## src/hdl/duty_command_packet_framer_assert.svh

```systemverilog
// Assertion macros shared by the duty command packet framer modules.
// Each macro expects signals named clk and rst in the enclosing module.
`ifndef DUTY_COMMAND_PACKET_FRAMER_ASSERT_SVH
`define DUTY_COMMAND_PACKET_FRAMER_ASSERT_SVH
`ifndef ASSERT_OFF
// Same-cycle implication
`define DCPF_ASSERT_IMPLIES(label, ante, cons) \
  label: assert property (@(posedge clk) disable iff (rst) (ante) |-> (cons)) \
    else $error("dcpf: implication check failed");
// Next-cycle implication
`define DCPF_ASSERT_NEXT(label, ante, cons) \
  label: assert property (@(posedge clk) disable iff (rst) (ante) |=> (cons)) \
    else $error("dcpf: next-cycle check failed");
`else
`define DCPF_ASSERT_IMPLIES(label, ante, cons)
`define DCPF_ASSERT_NEXT(label, ante, cons)
`endif
`endif

```

## src/hdl/dcpf_pkg.sv

```systemverilog
// Package for the duty command packet framer: framing constants and the
// command descriptor passed from the front end to the byte sequencer.
// No dependencies.
package dcpf_pkg;

  // Framing bytes
  localparam logic [7:0] FRAME_START = 8'h02;
  localparam logic [7:0] FRAME_STOP  = 8'h03;

  // Payload command codes and lengths
  localparam logic [7:0] CMD_DUTY    = 8'd5;
  localparam logic [7:0] CMD_FORWARD = 8'd34;
  localparam logic [7:0] LEN_DIRECT  = 8'd5;
  localparam logic [7:0] LEN_FORWARD = 8'd7;

  // CRC-16/XMODEM polynomial
  localparam logic [15:0] CRC_POLY = 16'h1021;

  // Duty scale: raw = duty * 100000 / 65536
  localparam logic [16:0] DUTY_SCALE = 17'd100000;

  // Packet kinds
  localparam logic OP_DIRECT  = 1'b0;
  localparam logic OP_FORWARD = 1'b1;

  // Classified command waiting for the sequencer
  typedef struct packed {
    logic        op;
    logic [7:0]  target_id;
    logic [31:0] word;
  } dcpf_desc_t;

endpackage

```

## src/hdl/dcpf_front.sv

```systemverilog
// Front end: accepts a duty command, scales the duty to a raw count and
// pushes a descriptor into the queue. Depends on dcpf_pkg.
module dcpf_front import dcpf_pkg::*; (
  input  logic               clk,
  input  logic               rst,
  input  logic               in_valid,
  output logic               in_stall,
  input  logic               op,
  input  logic [7:0]         target_id,
  input  logic signed [17:0] duty_fraction,
  output logic               push_valid,
  input  logic               push_stall,
  output dcpf_desc_t         push_desc
);

  localparam logic [1:0] S_IDLE = 2'd0;
  localparam logic [1:0] S_MUL  = 2'd1;
  localparam logic [1:0] S_PUSH = 2'd2;

  logic [1:0]  state;
  logic        op_r;
  logic [7:0]  tid_r;
  logic        neg;
  logic [17:0] mag;
  logic [34:0] prod;
  logic [17:0] mag_in;
  logic [31:0] q_ext;

  // Magnitude of the incoming duty; -131072 maps to 131072, which fits 18 bits
  assign mag_in = duty_fraction[17] ? (18'd0 - duty_fraction) : duty_fraction;

  assign in_stall = (state != S_IDLE);

  // Truncated quotient, then signed word
  assign q_ext               = {14'd0, prod[33:16]};
  assign push_valid          = (state == S_PUSH);
  assign push_desc.op        = op_r;
  assign push_desc.target_id = tid_r;
  assign push_desc.word      = neg ? (32'd0 - q_ext) : q_ext;

  // Payload registers
  always_ff @(posedge clk) begin
    if (state == S_IDLE && in_valid) begin
      op_r  <= op;
      tid_r <= target_id;
      neg   <= duty_fraction[17];
      mag   <= mag_in;
    end
    if (state == S_MUL) begin
      prod <= mag * DUTY_SCALE;
    end
  end

  // Control sequence: accept, multiply, push
  always_ff @(posedge clk) begin
    if (rst) begin
      state <= S_IDLE;
    end else begin
      case (state)
        S_IDLE: if (in_valid) state <= S_MUL;
        S_MUL:  state <= S_PUSH;
        S_PUSH: if (!push_stall) state <= S_IDLE;
        default: state <= S_IDLE;
      endcase
    end
  end

endmodule

```

## src/hdl/dcpf_queue.sv

```systemverilog
// Small descriptor queue between the front end and the byte sequencer.
// Depends on dcpf_pkg.
`include "duty_command_packet_framer_assert.svh"
module dcpf_queue import dcpf_pkg::*; #(
  parameter int DEPTH = 2
) (
  input  logic       clk,
  input  logic       rst,
  input  logic       push_valid,
  output logic       push_stall,
  input  dcpf_desc_t push_desc,
  output logic       pop_valid,
  input  logic       pop_stall,
  output dcpf_desc_t pop_desc
);

  localparam int PTR_W = (DEPTH > 1) ? $clog2(DEPTH) : 1;
  localparam int CNT_W = $clog2(DEPTH + 1);
  localparam logic [CNT_W-1:0] FULL_CNT = CNT_W'(DEPTH);
  localparam logic [PTR_W-1:0] LAST_PTR = PTR_W'(DEPTH - 1);

  dcpf_desc_t       entries [DEPTH];
  logic [PTR_W-1:0] wr_ptr;
  logic [PTR_W-1:0] rd_ptr;
  logic [CNT_W-1:0] count;
  logic             push;
  logic             pop;

  assign push_stall = (count == FULL_CNT);
  assign pop_valid  = (count != '0);
  assign pop_desc   = entries[rd_ptr];
  assign push       = push_valid && !push_stall;
  assign pop        = pop_valid && !pop_stall;

  // Storage
  always_ff @(posedge clk) begin
    if (push) entries[wr_ptr] <= push_desc;
  end

  // Pointers and fill count
  always_ff @(posedge clk) begin
    if (rst) begin
      wr_ptr <= '0;
      rd_ptr <= '0;
      count  <= '0;
    end else begin
      if (push) wr_ptr <= (wr_ptr == LAST_PTR) ? '0 : wr_ptr + 1'b1;
      if (pop)  rd_ptr <= (rd_ptr == LAST_PTR) ? '0 : rd_ptr + 1'b1;
      if (push && !pop)      count <= count + 1'b1;
      else if (pop && !push) count <= count - 1'b1;
    end
  end

  `DCPF_ASSERT_NEXT(a_count_up, push && !pop, count == $past(count) + 1'b1)
  `DCPF_ASSERT_IMPLIES(a_count_range, pop_valid, count <= FULL_CNT)

endmodule

```

## src/hdl/dcpf_back.sv

```systemverilog
// Back end: walks one descriptor through the framed packet, one byte per
// cycle into an output register unless stalled, with a running CRC-16. Depends on dcpf_pkg.
`include "duty_command_packet_framer_assert.svh"
module dcpf_back import dcpf_pkg::*; (
  input  logic       clk,
  input  logic       rst,
  input  logic       pop_valid,
  output logic       pop_stall,
  input  dcpf_desc_t pop_desc,
  output logic       out_valid,
  input  logic       out_stall,
  output logic [7:0] out_byte,
  output logic       last
);

  // Byte positions of the forwarded layout; direct packets skip FWD and TID
  localparam logic [3:0] POS_START = 4'd0;
  localparam logic [3:0] POS_LEN   = 4'd1;
  localparam logic [3:0] POS_FWD   = 4'd2;
  localparam logic [3:0] POS_TID   = 4'd3;
  localparam logic [3:0] POS_CMD   = 4'd4;
  localparam logic [3:0] POS_W3    = 4'd5;
  localparam logic [3:0] POS_W2    = 4'd6;
  localparam logic [3:0] POS_W1    = 4'd7;
  localparam logic [3:0] POS_W0    = 4'd8;
  localparam logic [3:0] POS_CRCH  = 4'd9;
  localparam logic [3:0] POS_CRCL  = 4'd10;
  localparam logic [3:0] POS_STOP  = 4'd11;

  logic        busy;
  logic        op_r;
  logic [7:0]  tid_r;
  logic [31:0] word_r;
  logic [3:0]  pos;
  logic [15:0] crc;
  logic [7:0]  cur_byte;
  logic        is_payload;
  logic        advance;
  logic [3:0]  pos_next;
  logic [15:0] crc_next;

  // One byte of CRC-16/XMODEM, MSB first
  function automatic logic [15:0] crc_feed(input logic [15:0] c, input logic [7:0] b);
    logic [15:0] r;
    r = c ^ {b, 8'h00};
    for (int k = 0; k < 8; k++) begin
      r = r[15] ? ({r[14:0], 1'b0} ^ CRC_POLY) : {r[14:0], 1'b0};
    end
    return r;
  endfunction

  assign advance   = !out_valid || !out_stall;
  assign pop_stall = busy;

  // Byte select for the current position
  always_comb begin
    case (pos)
      POS_START: cur_byte = FRAME_START;
      POS_LEN:   cur_byte = op_r ? LEN_FORWARD : LEN_DIRECT;
      POS_FWD:   cur_byte = CMD_FORWARD;
      POS_TID:   cur_byte = tid_r;
      POS_CMD:   cur_byte = CMD_DUTY;
      POS_W3:    cur_byte = word_r[31:24];
      POS_W2:    cur_byte = word_r[23:16];
      POS_W1:    cur_byte = word_r[15:8];
      POS_W0:    cur_byte = word_r[7:0];
      POS_CRCH:  cur_byte = crc[15:8];
      POS_CRCL:  cur_byte = crc[7:0];
      POS_STOP:  cur_byte = FRAME_STOP;
      default:   cur_byte = FRAME_STOP;
    endcase
  end

  assign is_payload = (pos inside {[POS_FWD:POS_W0]});
  assign crc_next   = is_payload ? crc_feed(crc, cur_byte) : crc;
  assign pos_next   = (pos == POS_LEN && op_r == OP_DIRECT) ? POS_CMD : pos + 4'd1;

  // Descriptor and CRC registers
  always_ff @(posedge clk) begin
    if (!busy && pop_valid) begin
      op_r   <= pop_desc.op;
      tid_r  <= pop_desc.target_id;
      word_r <= pop_desc.word;
      crc    <= '0;
    end else if (busy && advance) begin
      crc <= crc_next;
    end
  end

  // Output register payload
  always_ff @(posedge clk) begin
    if (busy && advance) begin
      out_byte <= cur_byte;
      last     <= (pos == POS_STOP);
    end
  end

  // Sequencer control
  always_ff @(posedge clk) begin
    if (rst) begin
      busy      <= 1'b0;
      pos       <= POS_START;
      out_valid <= 1'b0;
    end else begin
      if (!busy) begin
        if (pop_valid) begin
          busy <= 1'b1;
          pos  <= POS_START;
        end
      end else if (advance) begin
        pos <= pos_next;
        if (pos == POS_STOP) busy <= 1'b0;
      end
      if (advance) out_valid <= busy;
    end
  end

  `DCPF_ASSERT_IMPLIES(a_last_is_stop, out_valid && last, out_byte == FRAME_STOP)
  `DCPF_ASSERT_IMPLIES(a_direct_skips, busy && op_r == OP_DIRECT, pos != POS_FWD && pos != POS_TID)
  `DCPF_ASSERT_NEXT(a_stop_frees, busy && advance && pos == POS_STOP, !busy && out_valid && last)

endmodule

```

## src/hdl/duty_command_packet_framer.sv

```systemverilog
// Duty command packet framer, top level.
// Input channel (in_valid/in_stall): one duty command per transaction with
// op (0 direct, 1 forwarded), target_id and duty_fraction (signed
// Q1.16). Output channel (out_valid/out_stall): one byte of the framed
// packet per transaction, last set on the stop byte 0x03.
// A packet is 0x02, length, payload, CRC-16/XMODEM of the payload (high
// byte first), 0x03: 10 bytes for a direct command, 12 for a forwarded one.
// The front end accepts a command, multiplies and pushes the descriptor into
// the queue; the sequencer then loads it and registers the first byte into
// the output. Bytes follow at one per cycle while the output is not stalled.
// The sequencer takes no new descriptor until it has registered the stop
// byte of its packet, and it loads each descriptor before its first byte.
// Behind the packet being sent, up to QUEUE_DEPTH commands wait in the
// queue and one more waits in the front end.
// Reset clears the queue, the sequencer and the output valid; a packet in
// flight is dropped. A stalled output holds its byte; the sequencer waits,
// the queue fills and then the input stalls.
// Depends on dcpf_pkg, dcpf_front, dcpf_queue and dcpf_back.
module duty_command_packet_framer import dcpf_pkg::*; #(
  parameter int QUEUE_DEPTH = 2
) (
  input  logic               clk,
  input  logic               rst,
  input  logic               in_valid,
  output logic               in_stall,
  input  logic               op,
  input  logic [7:0]         target_id,
  input  logic signed [17:0] duty_fraction,
  output logic               out_valid,
  input  logic               out_stall,
  output logic [7:0]         out_byte,
  output logic               last
);

  logic       push_valid;
  logic       push_stall;
  dcpf_desc_t push_desc;
  logic       pop_valid;
  logic       pop_stall;
  dcpf_desc_t pop_desc;

  dcpf_front u_front (
    .clk           (clk),
    .rst           (rst),
    .in_valid      (in_valid),
    .in_stall      (in_stall),
    .op            (op),
    .target_id     (target_id),
    .duty_fraction (duty_fraction),
    .push_valid    (push_valid),
    .push_stall    (push_stall),
    .push_desc     (push_desc)
  );

  dcpf_queue #(
    .DEPTH (QUEUE_DEPTH)
  ) u_queue (
    .clk        (clk),
    .rst        (rst),
    .push_valid (push_valid),
    .push_stall (push_stall),
    .push_desc  (push_desc),
    .pop_valid  (pop_valid),
    .pop_stall  (pop_stall),
    .pop_desc   (pop_desc)
  );

  dcpf_back u_back (
    .clk       (clk),
    .rst       (rst),
    .pop_valid (pop_valid),
    .pop_stall (pop_stall),
    .pop_desc  (pop_desc),
    .out_valid (out_valid),
    .out_stall (out_stall),
    .out_byte  (out_byte),
    .last      (last)
  );

endmodule

```

## config.mk

```make
export PLATFORM = sky130hd
export DESIGN_NAME = duty_command_packet_framer
export DESIGN_NICKNAME = d
export VERILOG_FILES = /design/src/hdl/dcpf_pkg.sv /design/src/hdl/dcpf_front.sv /design/src/hdl/dcpf_queue.sv /design/src/hdl/dcpf_back.sv /design/src/hdl/duty_command_packet_framer.sv
export VERILOG_INCLUDE_DIRS = /design/src /design/src/hdl
export SDC_FILE = /design/constraint.sdc
export NUM_CORES = 1
export LEC_CHECK = 0
export ABC_AREA = 1
export BUFFER_PORTS_ARGS = -buffer_cell sky130_fd_sc_hd__buf_4
export CORE_MARGIN = 8
export CORE_UTILIZATION = 45
export CTS_BUF_LIST = sky130_fd_sc_hd__clkbuf_16
export CTS_CLUSTER_DIAMETER = 40
export DETAILED_ROUTE_END_ITERATION = 12
export PLACE_DENSITY = 0.68
export SLEW_MARGIN = 25
export SYNTH_ARGS = -nofsm -noshare
export SYNTH_HDL_FRONTEND = slang
export SYNTH_HIERARCHICAL = 1
export SYNTH_SLANG_ARGS = --single-unit
```

## constraint.sdc

```tcl
create_clock -name clk -period 5.1 [get_ports clk]
set_clock_uncertainty 0.2 [all_clocks]
set_input_delay 0.765 -clock clk [delete_from_list [all_inputs] [get_ports clk]]
set_output_delay 0.765 -clock clk [all_outputs]
set_load 0.01 [all_outputs]
```

; Word-level counts from Yosys, hierarchy flattened
; Memories as Yosys holds them, arrays and structs flattened. A register that Yosys moved wholly into a read port is not among the register bits.
; Cells that the tools add are included.
[classes]
mul = 1
bitwise = 10
reduce_logical = 24
order_cmp = 2
n_addsub = 7
n_eq_ne = 17
mux = 29
[ops]
columns = cell, count
row1 = 13-bit 2-to-1 mux, 8
row2 = 8-bit one-hot mux with 11 select lines, 1
row3 = 32-bit 2-to-1 mux, 1
row4 = 18-bit by 12-bit multiplier with 29-bit output (second input constant), 1
row5 = 3-bit inverter, 8
row6 = 1-bit by 18-bit subtractor with 19-bit output (first input constant), 1
row7 = 1-bit by 18-bit subtractor with 18-bit output (first input constant), 1
row8 = 17-bit 2-to-1 mux, 1
row9 = 4-bit by 3-bit equality test with 1-bit output (second input constant), 4
row10 = 4-bit equality test (second input constant), 4
row11 = 4-bit 2-to-1 mux, 4
row12 = 16-bit XOR, 1
row13 = 2-bit 2-to-1 mux, 5
row14 = 4-bit by 2-bit equality test with 1-bit output (second input constant), 2
row15 = 1-bit logical AND, 8
row16 = 1-bit 2-to-1 mux, 8
row17 = 2-bit nonzero test, 4
row18 = 1-bit logical NOT, 6
row19 = 2-bit != test (second input constant), 3
row20 = 2-bit one-hot mux with 3 select lines, 1
row21 = 2-bit AND reduction, 3
row22 = 4-bit by 1-bit adder with 4-bit output (second input constant), 1
row23 = 2-bit equality test (second input constant), 2
row24 = 4-bit by 1-bit equality test with 1-bit output (second input constant), 1
row25 = 10 further kinds, 11
[word_totals]
output_inout_bits = 11
memories = 1
elab_cells = 107
inputBits = 31
register_bits = 94
ramBits = 82
[memory_table]
columns = name, words, word_bits, read_ports, rd_clocked_by_memory_dff, write_ports, line
row1 = u_queue.entries, 2, 41, 1, 1, 1, dcpf_queue.sv:22  ; dcpf_desc_t entries [DEPTH];

; Depth between registers and ports, before layout
[logic_depth]
depth_word = 19
mapped_depth = 19
depth_no_buf = 19

; By module
; The synthesis kept the hierarchy.
[by_module_without_submodules]
columns = mod, seq_area_each_um2, cells_per_inst, instances, area_per_inst_um2
row1 = dcpf_front, 1421.4, 726, 1, 6292.3
row2 = dcpf_back, 1941.9, 411, 1, 3473.3
row3 = dcpf_queue, 2562.5, 166, 1, 3413.3

; Least setup slack after synthesis
; No wires, ideal clock.
[synth_path]
kind = register -> register
startpoint = reg u_front.mag[6]
endpoint = reg u_front.prod[33], data pin
path_stages_with_launch = 19
period_less_slack_ns = 4.290
setup_time_ns = 0.252
setup_slack_ns = 0.810
n_path_buf = 0
required_ns = 4.648
t_arrival_ns = 3.837
cell_sequence = edfxtp_1 ha_1 ha_1 inv_1 fa_1 inv_1 fa_1 inv_1 fa_1 inv_1 ha_1 nand2_1 nand2_1 a21boi_0 nand2_1 a21oi_1 nand2_1 nand2_1 nand2_1
[synth_between]
elab_chain_cells = 1
[synth_lines]
columns = element, line
row1 = start: declaration, dcpf_front.sv:24  ; logic [17:0] mag;
row2 = start signal: assignment, dcpf_front.sv:47  ; mag <= mag_in;
row3 = 18-bit by 12-bit multiplier with 29-bit output, dcpf_front.sv:50  ; prod <= mag * DUTY_SCALE;
row4 = end signal: assignment, dcpf_front.sv:50
row5 = end: declaration, dcpf_front.sv:25  ; logic [34:0] prod;
; No other way between the ends.
; A chain may end at the register's enable or synchronous reset.

; Worst setup path in the final report
[layout_path]
startpoint = reg u_front.mag[6]
endpoint = reg u_front.prod[27], data pin
; Same word-level chain as after synthesis.

==> run summary <==
Full die area - 35000 um^2
Worst slew pin tran - 1.01 ns
Top cell type's share of synthesized area - 40.6%
Setup Buffers After CTS - 0
WP depth - 16
CP peak stage delay - 0.54 ns
Hold Crit Class - in2reg
Largest net degree at the start of global routing - 56
Fill cells - 2550
#FFs+latches synth - 207
Unique masters post-synth - 44
Die Ht - 187 um
Startpoint Class - register
DR WL/cell - 15.3 um
CTS Buf Count - 28
Maximum fanout along the worst path - 4
Starting DRC count in detailed routing - 534
Total grt overflow - 0
Post-Synth XOR/XNOR Area - 3.79%
Reg2reg path depth - 16
Post_cts resized - 0
Period minus WS final - 4.69 ns
P_leak - 0.00673 uW
Critical path's most frequent cell - inv_1
Number of global-route vias before repair - 9050
Clk root buf - clkbuf_16
Hold_buf cts - 0
Reg2Reg Setup Slack - 0.41 ns
Area leader, netlist - edfxtp_1
RSZ-0062 raised after global routing - no
Ys flop type - edfxtp_1
DR vias/cell - 5.05
Critical Path Sink Type - register
Final period utilization - 91.9%
Antenna violations before repair - 1
Register area share after synthesis - 45.0%
Post-Syn Area - 13200 um^2
Worst VDD drop - 0.369 mV
Avg Inst Size Synth - 10.1 um^2
Worst setup path endpoint - u_front/prod[27]$_DFFE_PN_
# DRC - 0
Most frequent cells in the layout - 236 x nand2_1, 212 x inv_1, 178 x edfxtp_1
Crit path from - u_front/mag[6]$_DFFE_PP_
Clock-pin slew on the worst setup and hold paths - 0.06 ns
Maximum clock path buffer count - 3
Post-synth EDFFs - 178
Fraction of the mapped netlist area in simple logic gates - 15.1%
Synth top area cells - edfxtp_1 41%, ha_1 12%, nand2_1 6.7%, fa_1 6.2%, inv_1 6.0%
Status - complete, no violations
Via count - 8882
IO Port Bufs - 41
Highest clock rate - 213 MHz
Share of cells above drive strength 1 - 11.9%
Max Slew Vio Count - 0
Crit path buffers/inverters - 4
Worst endpoint required time - 5.19 ns
GP Congestion - 0.919
Row cnt - 62
Adder-cell area share of the yosys netlist - 17.9%
Setup TNS - 0 ns
Worst-skew pair later-pin latency - 0.55 ns
Core outline area - 28800 um^2
DRT antenna net count - 0
WL final - 26900 um
First-pass GRT wire length - 44400 um
Cell family with most CP delay - adder cells
Final Hold Viols - 0
Yosys warns - 6
Crit path cell chain - ha_1, ha_1, inv_1, fa_1, inv_1, fa_1, inv_1, fa_1, inv_1, ha_1, nand2_1, nand2_1, o21bai_1, a21oi_1, nand3_1, xor2_1
Total track usage - 15.3%
TritonRoute pass-1 iters - 5
Post-Syn Nets - 1498
Synth Area in Compound Gates - 5.50%
Main combinational cell family by area after synthesis - adder cells
Commonest non-fill, non-tap cell in the layout - nand2_1
Ant. Diodes - 0
Max H-tree Level - 1
CP arrival - 4.78 ns
CTS Sinks - 207
Crit-path slowest cell - fa_1
# nets final - 1547
Ports - 42
Die Wd - 187 um
Design area - 14800 um^2
Layout Area Growth over Synthesis - 12.0%
Pwr Density - 634 nW/um^2
Dpl cell area - 13800 um^2
Rel. slew slack - 32.7%
R2r startpoint - u_front/mag[6]$_DFFE_PP_
Max-cap viol count - 0
FF-to-FF End - u_front/prod[27]$_DFFE_PN_
CTS tree - yes
Detailed Place HPWL - 20700 um
Crit Path Class - reg2reg
Post-synthesis mux area share - 4.64%
Async S/R FF share, synth - 0%
Synth Instances - 1303
Endpoints failing setup - 0
Initial Util - 45.8%
-- metal layers --
layer | global-route usage, % | routed length, um
met1 | 18.7 | 11800
met2 | 26.8 | 13200
met3 | 2.59 | 1120
met4 | 5.22 | 789
met5 | 0 | 18
-- through the flow --
| step | power [uW] | utilization (%) | hold slack (ns) | setup WS [ns] | cells |
|---|---|---|---|---|---|
| finish | 9370 | 51.3 | 0.187 | 0.414 | 1758 |
| CTS | 9430 | 51.3 | 0.166 | 0.438 | 1758 |
| detailed placement | 7400 | 47.9 | 0.231 | 0.431 | 1706 |
| global placement | 7350 | 47.9 | 0.225 | 0.441 | 1706 |
| floorplan | 6120 | - | 0.221 | 0.810 | 1303 |
| global route | 10200 | 51.3 | 0.166 | 0.158 | 1758 |
-- where the power goes --
part / total, uW / switching, uW / leakage, uW / internal (uW)
clock: 1990 / 795 / 0.000482 / 1190
combinational: 4690 / 2950 / 0.00436 / 1730
sequential: 2700 / 230 / 0.00188 / 2470
-- worst register-to-register path, delay by kind of cell (launching register included) --
family                     cells  cell delay, ns
and+or+nand+nor                3            0.37
DFF                            1            0.47
adders and majority gates      6            2.62
buffers and inverters          4            0.21
xor gates and xnor gates       1            0.18
AOI/OAI and AO/OA              2            0.39
-- worst min-delay path by stage --
| stage | from | end | slack (ns) | cells past startpoint |
|---|---|---|---|---|
| floorplan | u_front/tid_r[0]$_DFFE_PP_ | u_queue/entries[0][32]$_DFFE_PP_ | 0.22 | 0 |
| global placement | u_front/tid_r[2]$_DFFE_PP_ | u_queue/entries[1][34]$_DFFE_PP_ | 0.22 | 0 |
| detailed placement | u_front/tid_r[4]$_DFFE_PP_ | u_queue/entries[0][36]$_DFFE_PP_ | 0.23 | 0 |
| CTS | op | u_front/op_r$_DFFE_PP_ | 0.17 | 1 |
| global route | op | u_front/op_r$_DFFE_PP_ | 0.17 | 1 |
| finish | op | u_front/op_r$_DFFE_PP_ | 0.19 | 1 |
-- flip-flops by register name, summed over array words and instances (netlist names), 8 cells and up, named ones only --
signal,count
u_front/mag,18
u_front/tid_r,8
u_back/tid_r,8
u_front/prod,18
u_back/out_byte,8
u_back/word_r,32
u_back/crc,16
u_queue/entries,82
-- final cells by class --
class | count | area (um^2) | share of cell area (%)
multi-input combinational | 851 | 6210 | 42.0
sequential | 207 | 5930 | 40.1
inverter | 217 | 815 | 5.52
clock buffer | 28 | 701 | 4.74
tap | 384 | 480 | 3.25
timing repair buffer | 47 | 353 | 2.39
clock inverter | 24 | 283 | 1.91
-- logic make-up after synthesis --
family | count (synthesis)
adders and majority gates | 164
AOI/OAI and AO/OA | 124
muxes | 41
xor gates and xnor gates | 57
and+or+nand+nor | 465
DFF | 207
buffers and inverters | 245
-- synthesized netlist by cell type, types with 15 or more instances --
master,number
xor2_1,42
nor2_1,93
ha_1,123
nand3_1,93
dfxtp_1,29
nand4_1,17
mux2_4,40
o21ai_0,35
inv_1,211
a21oi_1,53
xnor2_1,15
nand2_1,236
buf_4,18
fa_1,41
edfxtp_1,178
Power figures use the tool's default switching activity.
